**src/rtl/gemm3l_pkg.sv**
```systemverilog
// Shared types and constants for the three-layout GEMM engine.
`default_nettype none
package gemm3l_pkg;

    localparam int STORE_DEPTH_DEF = 1024;
    localparam int MAX_DIM_DEF     = 64;

    localparam logic [2:0] KIND_LOAD_A  = 3'd0;
    localparam logic [2:0] KIND_LOAD_B  = 3'd1;
    localparam logic [2:0] KIND_LOAD_C  = 3'd2;
    localparam logic [2:0] KIND_COMPUTE = 3'd3;
    localparam logic [2:0] KIND_READ_C  = 3'd4;

    localparam logic [2:0] CFG_LAYOUT = 3'd0;
    localparam logic [2:0] CFG_DIM_M  = 3'd1;
    localparam logic [2:0] CFG_DIM_N  = 3'd2;
    localparam logic [2:0] CFG_DIM_K  = 3'd3;
    localparam logic [2:0] CFG_BETA   = 3'd4;

    localparam logic [1:0] LAYOUT_FWD   = 2'd0;
    localparam logic [1:0] LAYOUT_WGRAD = 2'd1;
    localparam logic [1:0] LAYOUT_IGRAD = 2'd2;

    typedef enum logic [2:0] {
        S_IDLE,
        S_READ,
        S_INIT,
        S_MAC,
        S_DRAIN1,
        S_DRAIN2,
        S_WRITE,
        S_DONE
    } t_state;

    typedef enum logic [1:0] {
        OP_NONE,
        OP_INIT,
        OP_MAC
    } t_op;

    typedef struct packed {
        logic wr_a;
        logic wr_b;
        logic wr_c_load;
        logic wr_c_acc;
        logic rd_c_ci;
        t_op  op;
        logic cap_idx;
        logic out_load;
        logic out_is_read;
        logic out_status;
    } t_cmd;

endpackage
`default_nettype wire

```
**src/rtl/gemm3l_ctrl.sv**
```systemverilog
// Controller: configuration registers, item decode and compute sequencer.
`default_nettype none
module gemm3l_ctrl import gemm3l_pkg::*; #(
    parameter int STORE_DEPTH = STORE_DEPTH_DEF,
    parameter int MAX_DIM     = MAX_DIM_DEF,
    localparam int PW = $clog2(STORE_DEPTH) + 1
) (
    input  wire logic               i_clk,
    input  wire logic               i_rst_n,
    input  wire logic               i_cfg_valid,
    output logic                    o_cfg_ready,
    input  wire logic [2:0]         i_cfg_index,
    input  wire logic [31:0]        i_cfg_data,
    input  wire logic               i_in_valid,
    output logic                    o_in_stall,
    input  wire logic [2:0]         i_kind,
    input  wire logic [9:0]         i_elem_index,
    output logic                    o_out_valid,
    input  wire logic               i_out_stall,
    output t_cmd                    o_cmd,
    output logic [PW-1:0]           o_a_ptr,
    output logic [PW-1:0]           o_b_ptr,
    output logic [PW-1:0]           o_c_ptr,
    output logic signed [31:0]      o_beta
);

    t_state r_state, n_state;
    logic [1:0] r_layout;
    logic [6:0] r_dim_m, r_dim_n, r_dim_k;
    logic signed [31:0] r_beta;
    logic r_out_valid, n_out_valid;
    logic r_status, n_status;
    logic [6:0] r_row, n_row, r_col, n_col, r_dep, n_dep;
    logic [PW-1:0] r_a_base, n_a_base, r_b_base, n_b_base;
    logic [PW-1:0] r_a_ptr, n_a_ptr, r_b_ptr, n_b_ptr, r_c_ptr, n_c_ptr;

    logic [6:0] w_rows, w_cols, w_depth;
    logic [PW-1:0] w_row_step_a, w_stride_a, w_col_step_b, w_stride_b;
    logic [13:0] w_mk, w_mn, w_nk, w_ext_a, w_ext_b, w_ext_c;
    logic w_err, w_accept, w_inside, w_out_free;

    assign o_cfg_ready = 1'b1;
    assign o_out_valid = r_out_valid;
    assign o_a_ptr     = r_a_ptr;
    assign o_b_ptr     = r_b_ptr;
    assign o_c_ptr     = r_c_ptr;
    assign o_beta      = r_beta;

    assign w_mk = 14'(r_dim_m * r_dim_k);
    assign w_mn = 14'(r_dim_m * r_dim_n);
    assign w_nk = 14'(r_dim_n * r_dim_k);

    always_comb begin
        unique case (r_layout)
            LAYOUT_WGRAD: begin
                w_rows = r_dim_n; w_cols = r_dim_k; w_depth = r_dim_m;
                w_ext_a = w_mn; w_ext_b = w_mk; w_ext_c = w_nk;
                w_row_step_a = PW'(1);       w_stride_a = PW'(r_dim_n);
                w_col_step_b = PW'(1);       w_stride_b = PW'(r_dim_k);
            end
            LAYOUT_IGRAD: begin
                w_rows = r_dim_m; w_cols = r_dim_k; w_depth = r_dim_n;
                w_ext_a = w_mn; w_ext_b = w_nk; w_ext_c = w_mk;
                w_row_step_a = PW'(r_dim_n); w_stride_a = PW'(1);
                w_col_step_b = PW'(1);       w_stride_b = PW'(r_dim_k);
            end
            default: begin
                w_rows = r_dim_m; w_cols = r_dim_n; w_depth = r_dim_k;
                w_ext_a = w_mk; w_ext_b = w_nk; w_ext_c = w_mn;
                w_row_step_a = PW'(r_dim_k); w_stride_a = PW'(1);
                w_col_step_b = PW'(r_dim_k); w_stride_b = PW'(1);
            end
        endcase
    end

    assign w_err = (r_layout != LAYOUT_FWD && r_layout != LAYOUT_WGRAD
                    && r_layout != LAYOUT_IGRAD)
                || (32'(r_dim_m) > MAX_DIM) || (32'(r_dim_n) > MAX_DIM)
                || (32'(r_dim_k) > MAX_DIM)
                || (32'(w_ext_a) > STORE_DEPTH) || (32'(w_ext_b) > STORE_DEPTH)
                || (32'(w_ext_c) > STORE_DEPTH);

    assign w_inside   = 32'(i_elem_index) < STORE_DEPTH;
    assign w_out_free = !r_out_valid || !i_out_stall;
    assign o_in_stall = (r_state != S_IDLE) || (r_out_valid && i_out_stall);
    assign w_accept   = i_in_valid && !o_in_stall;

    always_ff @(posedge i_clk) begin
        if (!i_rst_n) begin
            r_layout <= LAYOUT_FWD;
            r_dim_m  <= 7'd1;
            r_dim_n  <= 7'd1;
            r_dim_k  <= 7'd1;
            r_beta   <= '0;
        end else if (i_cfg_valid) begin
            unique case (i_cfg_index)
                CFG_LAYOUT: r_layout <= i_cfg_data[1:0];
                CFG_DIM_M:  r_dim_m  <= i_cfg_data[6:0];
                CFG_DIM_N:  r_dim_n  <= i_cfg_data[6:0];
                CFG_DIM_K:  r_dim_k  <= i_cfg_data[6:0];
                CFG_BETA:   r_beta   <= i_cfg_data;
                default: ;
            endcase
        end
    end

    always_ff @(posedge i_clk) begin
        if (!i_rst_n) begin
            r_state     <= S_IDLE;
            r_out_valid <= 1'b0;
            r_status    <= 1'b0;
            r_row       <= '0;
            r_col       <= '0;
            r_dep       <= '0;
            r_a_base    <= '0;
            r_b_base    <= '0;
            r_a_ptr     <= '0;
            r_b_ptr     <= '0;
            r_c_ptr     <= '0;
        end else begin
            r_state     <= n_state;
            r_out_valid <= n_out_valid;
            r_status    <= n_status;
            r_row       <= n_row;
            r_col       <= n_col;
            r_dep       <= n_dep;
            r_a_base    <= n_a_base;
            r_b_base    <= n_b_base;
            r_a_ptr     <= n_a_ptr;
            r_b_ptr     <= n_b_ptr;
            r_c_ptr     <= n_c_ptr;
        end
    end

    always_comb begin
        n_state     = r_state;
        n_out_valid = (r_out_valid && i_out_stall) ? 1'b1 : 1'b0;
        n_status    = r_status;
        n_row       = r_row;
        n_col       = r_col;
        n_dep       = r_dep;
        n_a_base    = r_a_base;
        n_b_base    = r_b_base;
        n_a_ptr     = r_a_ptr;
        n_b_ptr     = r_b_ptr;
        n_c_ptr     = r_c_ptr;
        o_cmd       = '{op: OP_NONE, default: 1'b0};

        unique case (r_state)
            S_IDLE: begin
                if (w_accept) begin
                    case (i_kind)
                        KIND_LOAD_A: o_cmd.wr_a      = w_inside;
                        KIND_LOAD_B: o_cmd.wr_b      = w_inside;
                        KIND_LOAD_C: o_cmd.wr_c_load = w_inside;
                        KIND_READ_C: begin
                            o_cmd.cap_idx = 1'b1;
                            n_status      = !w_inside;
                            n_state       = S_READ;
                        end
                        KIND_COMPUTE: begin
                            n_row    = '0;
                            n_col    = '0;
                            n_a_base = '0;
                            n_b_base = '0;
                            n_c_ptr  = '0;
                            if (w_err) begin
                                n_status = 1'b1;
                                n_state  = S_DONE;
                            end else if (w_rows == 7'd0 || w_cols == 7'd0) begin
                                n_status = 1'b0;
                                n_state  = S_DONE;
                            end else begin
                                n_status = 1'b0;
                                n_state  = S_INIT;
                            end
                        end
                        default: ;
                    endcase
                end
            end
            S_READ: begin
                o_cmd.out_load    = 1'b1;
                o_cmd.out_is_read = 1'b1;
                o_cmd.out_status  = r_status;
                n_out_valid       = 1'b1;
                n_state           = S_IDLE;
            end
            S_INIT: begin
                o_cmd.op      = OP_INIT;
                o_cmd.rd_c_ci = 1'b1;
                n_a_ptr       = r_a_base;
                n_b_ptr       = r_b_base;
                n_dep         = '0;
                n_state       = (w_depth == 7'd0) ? S_DRAIN1 : S_MAC;
            end
            S_MAC: begin
                o_cmd.op = OP_MAC;
                n_a_ptr  = r_a_ptr + w_stride_a;
                n_b_ptr  = r_b_ptr + w_stride_b;
                n_dep    = r_dep + 7'd1;
                if (r_dep == w_depth - 7'd1) begin
                    n_state = S_DRAIN1;
                end
            end
            S_DRAIN1: n_state = S_DRAIN2;
            S_DRAIN2: n_state = S_WRITE;
            S_WRITE: begin
                o_cmd.wr_c_acc = 1'b1;
                n_c_ptr        = r_c_ptr + PW'(1);
                n_state        = S_INIT;
                if (r_col == w_cols - 7'd1) begin
                    n_col    = '0;
                    n_b_base = '0;
                    n_row    = r_row + 7'd1;
                    n_a_base = r_a_base + w_row_step_a;
                    if (r_row == w_rows - 7'd1) begin
                        n_row   = '0;
                        n_state = S_DONE;
                    end
                end else begin
                    n_col    = r_col + 7'd1;
                    n_b_base = r_b_base + w_col_step_b;
                end
            end
            S_DONE: begin
                if (w_out_free) begin
                    o_cmd.out_load   = 1'b1;
                    o_cmd.out_status = r_status;
                    n_out_valid      = 1'b1;
                    n_state          = S_IDLE;
                end
            end
            default: n_state = S_IDLE;
        endcase
    end

endmodule
`default_nettype wire
```
**config.mk**
```make
export PLATFORM = sky130hd
export DESIGN_NAME = gemm3l_ctrl
export DESIGN_NICKNAME = d
export VERILOG_FILES = /design/src/rtl/gemm3l_pkg.sv /design/src/rtl/gemm3l_ctrl.sv
export SDC_FILE = /design/constraint.sdc
export NUM_CORES = 1
export LEC_CHECK = 0
export BUFFER_PORTS_ARGS = -buffer_cell sky130_fd_sc_hd__buf_2
export CORE_ASPECT_RATIO = 1.4
export CORE_MARGIN = 2
export CORE_UTILIZATION = 57
export CTS_BUF_LIST = sky130_fd_sc_hd__clkbuf_2 sky130_fd_sc_hd__clkbuf_4 sky130_fd_sc_hd__clkbuf_8
export DETAILED_ROUTE_END_ITERATION = 8
export GPL_ROUTABILITY_DRIVEN = 1
export PLACE_DENSITY = 0.77
export SYNTH_ARGS = -nofsm -noshare
export SYNTH_HDL_FRONTEND = slang
export SYNTH_SLANG_ARGS = --single-unit
```
**constraint.sdc**
```tcl
create_clock -name i_clk -period 14.15 [get_ports i_clk]
set_input_delay 0.7075 -clock i_clk [delete_from_list [all_inputs] [get_ports i_clk]]
set_output_delay 0.7075 -clock i_clk [all_outputs]
set_load 0.05 [all_outputs]
```
After elaboration in Yosys (flattened, before gate mapping)
Cells that the tools add are included.
{"block": "op_classes", "n_eq_ne": 28, "mul": 3, "mux": 58, "reduce_logical": 37, "order_cmp": 6, "addsub": 11}
{"op": "11-bit case mux with 2 select lines", "n": 5}
{"op": "7-bit two-way mux", "n": 10}
{"op": "7-bit case mux with 2 select lines", "n": 5}
{"op": "11-bit adder", "n": 4}
{"op": "11-bit two-way mux", "n": 4}
{"op": "14-bit by 11-bit > comparator with 1-bit output (second input constant)", "n": 3}
{"op": "7-bit by 7-bit multiplier with 14-bit output", "n": 3}
{"op": "3-bit two-way mux", "n": 10}
{"op": "14-bit two-way mux", "n": 2}
{"op": "14-bit case mux with 2 select lines", "n": 1}
{"op": "3-bit case mux with 8 select lines", "n": 1}
{"op": "7-bit by 1-bit adder with 7-bit output (second input constant)", "n": 3}
{"op": "7-bit == test", "n": 3}
{"op": "7-bit > comparator (second input constant)", "n": 3}
{"op": "7-bit logical NOT", "n": 3}
{"op": "7-bit by 1-bit subtractor with 7-bit output (second input constant)", "n": 3}
{"op": "3-bit by 2-bit == test with 1-bit output (second input constant)", "n": 6}
{"op": "3-bit == test (second input constant)", "n": 6}
{"op": "1-bit two-way mux", "n": 14}
{"op": "11-bit by 1-bit adder with 11-bit output (second input constant)", "n": 1}
{"op": "2-bit != test (second input constant)", "n": 5}
{"op": "2-bit AND reduction", "n": 5}
{"op": "3-bit by 1-bit == test with 1-bit output (second input constant)", "n": 3}
{"op": "3-bit logical NOT", "n": 3}
{"op": "15 further kinds", "n": 37}
{"block": "totals", "regBits": 136, "word_cells": 159, "in_bits": 53}

Longest topological paths before layout
{"block": "depth", "depth_word": 13, "mapped_depth": 23}

Worst setup path after synthesis
Ideal clock, no wire load.
{"block": "synth_path", "path_type": "reg-to-reg", "startpoint": "reg r_dim_m[0]", "endpoint": "reg r_state[0]", "arrival_time_ns": 5.332, "slack_ns": 8.684, "path_stages_with_launch": 22, "t_required_ns": 14.015, "period_less_slack_ns": 5.466, "setup_time_ns": 0.135, "path_cell_list": "dfxtp_1 -> clkbuf_1 -> clkbuf_1 -> nand2_1 -> fa_1 -> fa_1 -> inv_1 -> fa_1 -> inv_1 -> fa_1 -> inv_1 -> ha_1 -> a21oi_1 -> nor2b_1 -> o31ai_1 -> a41oi_1 -> or3_1 -> a32oi_1 -> nor4bb_1 -> nand4_1 -> nor3_1 -> a221oi_1"}
{"block": "synth_via", "elab_chain_len": 11}
{"element": "from (decl)", "line_no": "gemm3l_ctrl.sv:29", "source": "logic [6:0] r_dim_m, r_dim_n, r_dim_k;"}
{"element": "from (signal assigned)", "line_no": "gemm3l_ctrl.sv:98", "source": "CFG_DIM_M: r_dim_m <= i_cfg_data[6:0];"}
{"element": "branches (longest 11 deep; another with 7-bit by 7-bit multiplier with 14-bit output)"}
{"element": "to (signal assigned)", "line_no": "gemm3l_ctrl.sv:121", "source": "r_state <= n_state;"}
{"element": "to (decl)", "line_no": "gemm3l_ctrl.sv:27", "source": "t_state r_state, n_state;"}
Parallel ways; which one is timed is not known. The select of a mux whose other input is x is not followed.
A chain may end at the register's enable or synchronous reset.

Final worst setup path
{"block": "layout_path", "startpoint": "reg r_dim_m[2]", "endpoint": "reg r_state[2]"}
Same word-level chain as after synthesis.

==> results.yml <==
run_status:
  status: "complete, no violations"
timing:
  slew_viol_final: 0
  finalSetupTns_ps: 0
  fin_crit_sh_pct: 44.5
  setup_violations: 0
  min_period_ps: 6290
  grt_setup_unrepaired: "false"
  hold_violations: 0
  fin_worst_skew_ps: 13.9
  timing.fmax_mhz: 159
  maxSlewHeadroom_pct: 19.8
  tightest_slew_ps: 1200
clocking:
  postCtsSetupBuffers: 0
  cts_tree: "yes"
  cts_resized: 0
  cts_sinks: 136
  htreeDepth: 4
  cts_buffers: 17
  cts_hold_buf: 0
  clockRootBuffer: "clkbuf_8"
  clk_pin_slew_ps: 80
  cts_max_path_buffers: 2
  insertion_delay_ps: 460
drt:
  drt_iter0_drc: 806
  wirelength_um: 32800
  detail_route.vias_per_cell: 5.82
  wl_met2_um: 16900
  drt-met1-wl_um: 13200
  routedWlPerCell_um: 16.5
  drtAntennaViolNets: 0
  drc: 0
  dr_wl_met3_um: 1430
  vias: 11600
  routed.top_layer: "met4"
  drt_first_pass_iters: 6
layout:
  final_cells: 1986
  drive_gt1_share_pct: 11.6
  syn2layout_area_growth_pct: 9.01
  diodes: 0
  nets: 1936
synthesis:
  yosysWarningCount: 0
  ys_top_cells_by_count: "nand2_1, dfxtp_1, ha_1"
  netlist_top_cells_area: "dfxtp_1, ha_1, fa_1"
  yosys.area.top_type: "dfxtp_1"
  seq_area_frac_synth_pct: 21.0
  syn_area_um2: 13000
  yosys_register_bits: 136
  postSynthCellCount: 1610
  synth.distinct_cells: 77
  syn_nets: 1874
  synth_most_common_cell: "nand2_1"
  synth-main-ff-cell: "dfxtp_1"
  synth_edf_count: 0
  synth_top_area_share_pct: 21.0
  syn_avg_cell_area_um2: 8.07
  synthArstFlopShare_pct: 0
pwr:
  cellPowerDensity_nw_per_um2: 81.3
  total_leakage_power_nw: 6.82
  ir_drop_mv: 0.140
worst_setup_path:
  cp_max_fo: 19
  worst-setup-path-type: "flop to flop"
  required_ps: 14470
  crit_path_end_kind: "flop"
  arrival_ps: 6620
  startpoint: "r_dim_m[2]"
  r2r-start: "r_dim_m[2]"
  cp-start-kind: "flop"
run:
  drv_cap: 0
place:
  port_buffers: 120
  place.gp.congestion: 0.908
  numPlacedInstances: 1954
  dp_hpwl_um: 23900
floorplanning:
  die_y_um: 183
  coreArea_um2: 22400
  num_rows: 65
  die_w_um: 132
  pin_count: 132
  dieArea_um2: 24000
  initial_core_util_pct: 57.9
grt:
  grt_util_all_layers_pct: 27.7
  antenna_found_initial: 0
  grt_pass1_wl_um: 55200
  first_global_vias: 11700
  grt_overflow: 0
  grt_max_degree: 102
hold_path:
  hold_path_class: "flop to flop"
  hp-start: "o_beta[22]"
## where the power goes
part           leakage (nW)  internal [W]  switching, W
combinational          5.50      0.000109      0.000259
sequential             1.10      0.000405     0.0000247
clock                 0.215      0.000195      0.000157
total                  6.82      0.000709      0.000441
## worst max-delay path, stage by stage, from the launching register on
cell	delay [ps]
dfxtp_1	870
nand2_1	150
fa_1	490
fa_1	560
inv_1	60
fa_1	530
inv_1	60
fa_1	520
inv_1	40
ha_1	350
a21oi_1	340
nor2b_1	160
o31ai_1	290
a41oi_1	170
or3_1	390
a32oi_1	210
nor4bb_1	220
nand4_1	200
nor3_1	350
o22ai_1	150
## cells by family after synthesis
kind of cell | after synthesis | share of synthesized area (%)
compound gates | 327 | 16.0
xor+xnor | 89 | 6.06
fa+ha+maj | 211 | 24.7
buf+inv | 198 | 6.03
flops | 136 | 21.0
mux | 33 | 2.56
other cells | 1 | 0.0289
simple gates | 615 | 23.7
## flip-flops by register name, indices dropped and copies added, names as in the netlist
register,count
o_beta,32
o_a_ptr,11
o_b_ptr,11
o_c_ptr,11
r_a_base,11
r_b_base,11
r_col,7
r_dep,7
r_dim_k,7
r_dim_m,7
r_dim_n,7
r_row,7
r_state,3
r_layout,2
o_out_valid,1
r_status,1
## path summary, 6_finish.rpt
path | slack [ps] | cells after the start | to
worst min register to register | 450 | 2 | o_beta[22]
worst min-delay path | 450 | 2 | o_beta[22]
worst max register to register | 7860 | 19 | r_state[2]
worst max-delay path | 7860 | 19 | r_state[2]
## through the flow
step	instance area (um^2)	power (W)	util (%)	worst slack, ps	hold WS (ps)
6_report	14200	0.00115	63.1	7860	453
5_1_grt	14200	0.00120	63.1	7530	473
4_1_cts	14200	0.00115	63.1	7940	455
3_5_place_dp	13700	0.000803	61.1	7960	444
3_3_place_gp	13700	0.000796	61.1	8060	439
2_1_floorplan	13000	0.000715	-	8680	449
## layer usage
metal / track usage [%] / vias to the layer above
met2: 51.3 / 335
met1: 31.8 / 5548
li1: - / 5600
met5: 0 / -
met3: 2.97 / 83
met4: 13.3 / 0
## layout by cell type (no fill, tap or decap), types with 55 or more instances in the layout
| cell type | Yosys | routed |
|---|---|---|
| xnor2_1 | 55 | 55 |
| inv_1 | 99 | 98 |
| nor2_1 | 112 | 111 |
| dfxtp_1 | 136 | 136 |
| a21oi_1 | 133 | 133 |
| and2_1 | 124 | 124 |
| buf_2 | 7 | 120 |
| ha_1 | 135 | 135 |
| nand2_1 | 208 | 208 |
| fa_1 | 76 | 76 |
## layout make-up
type | count | area, um^2
clock buffers | 22 | 297
well taps | 301 | 377
flip-flops and latches | 136 | 2720
inverters | 99 | 372
multi-input cells | 1276 | 9490
repair buffers | 142 | 766
fillers | 2052 | 8290
clock inverters | 10 | 140
Note: power is estimated with default switching activity, not from simulation.
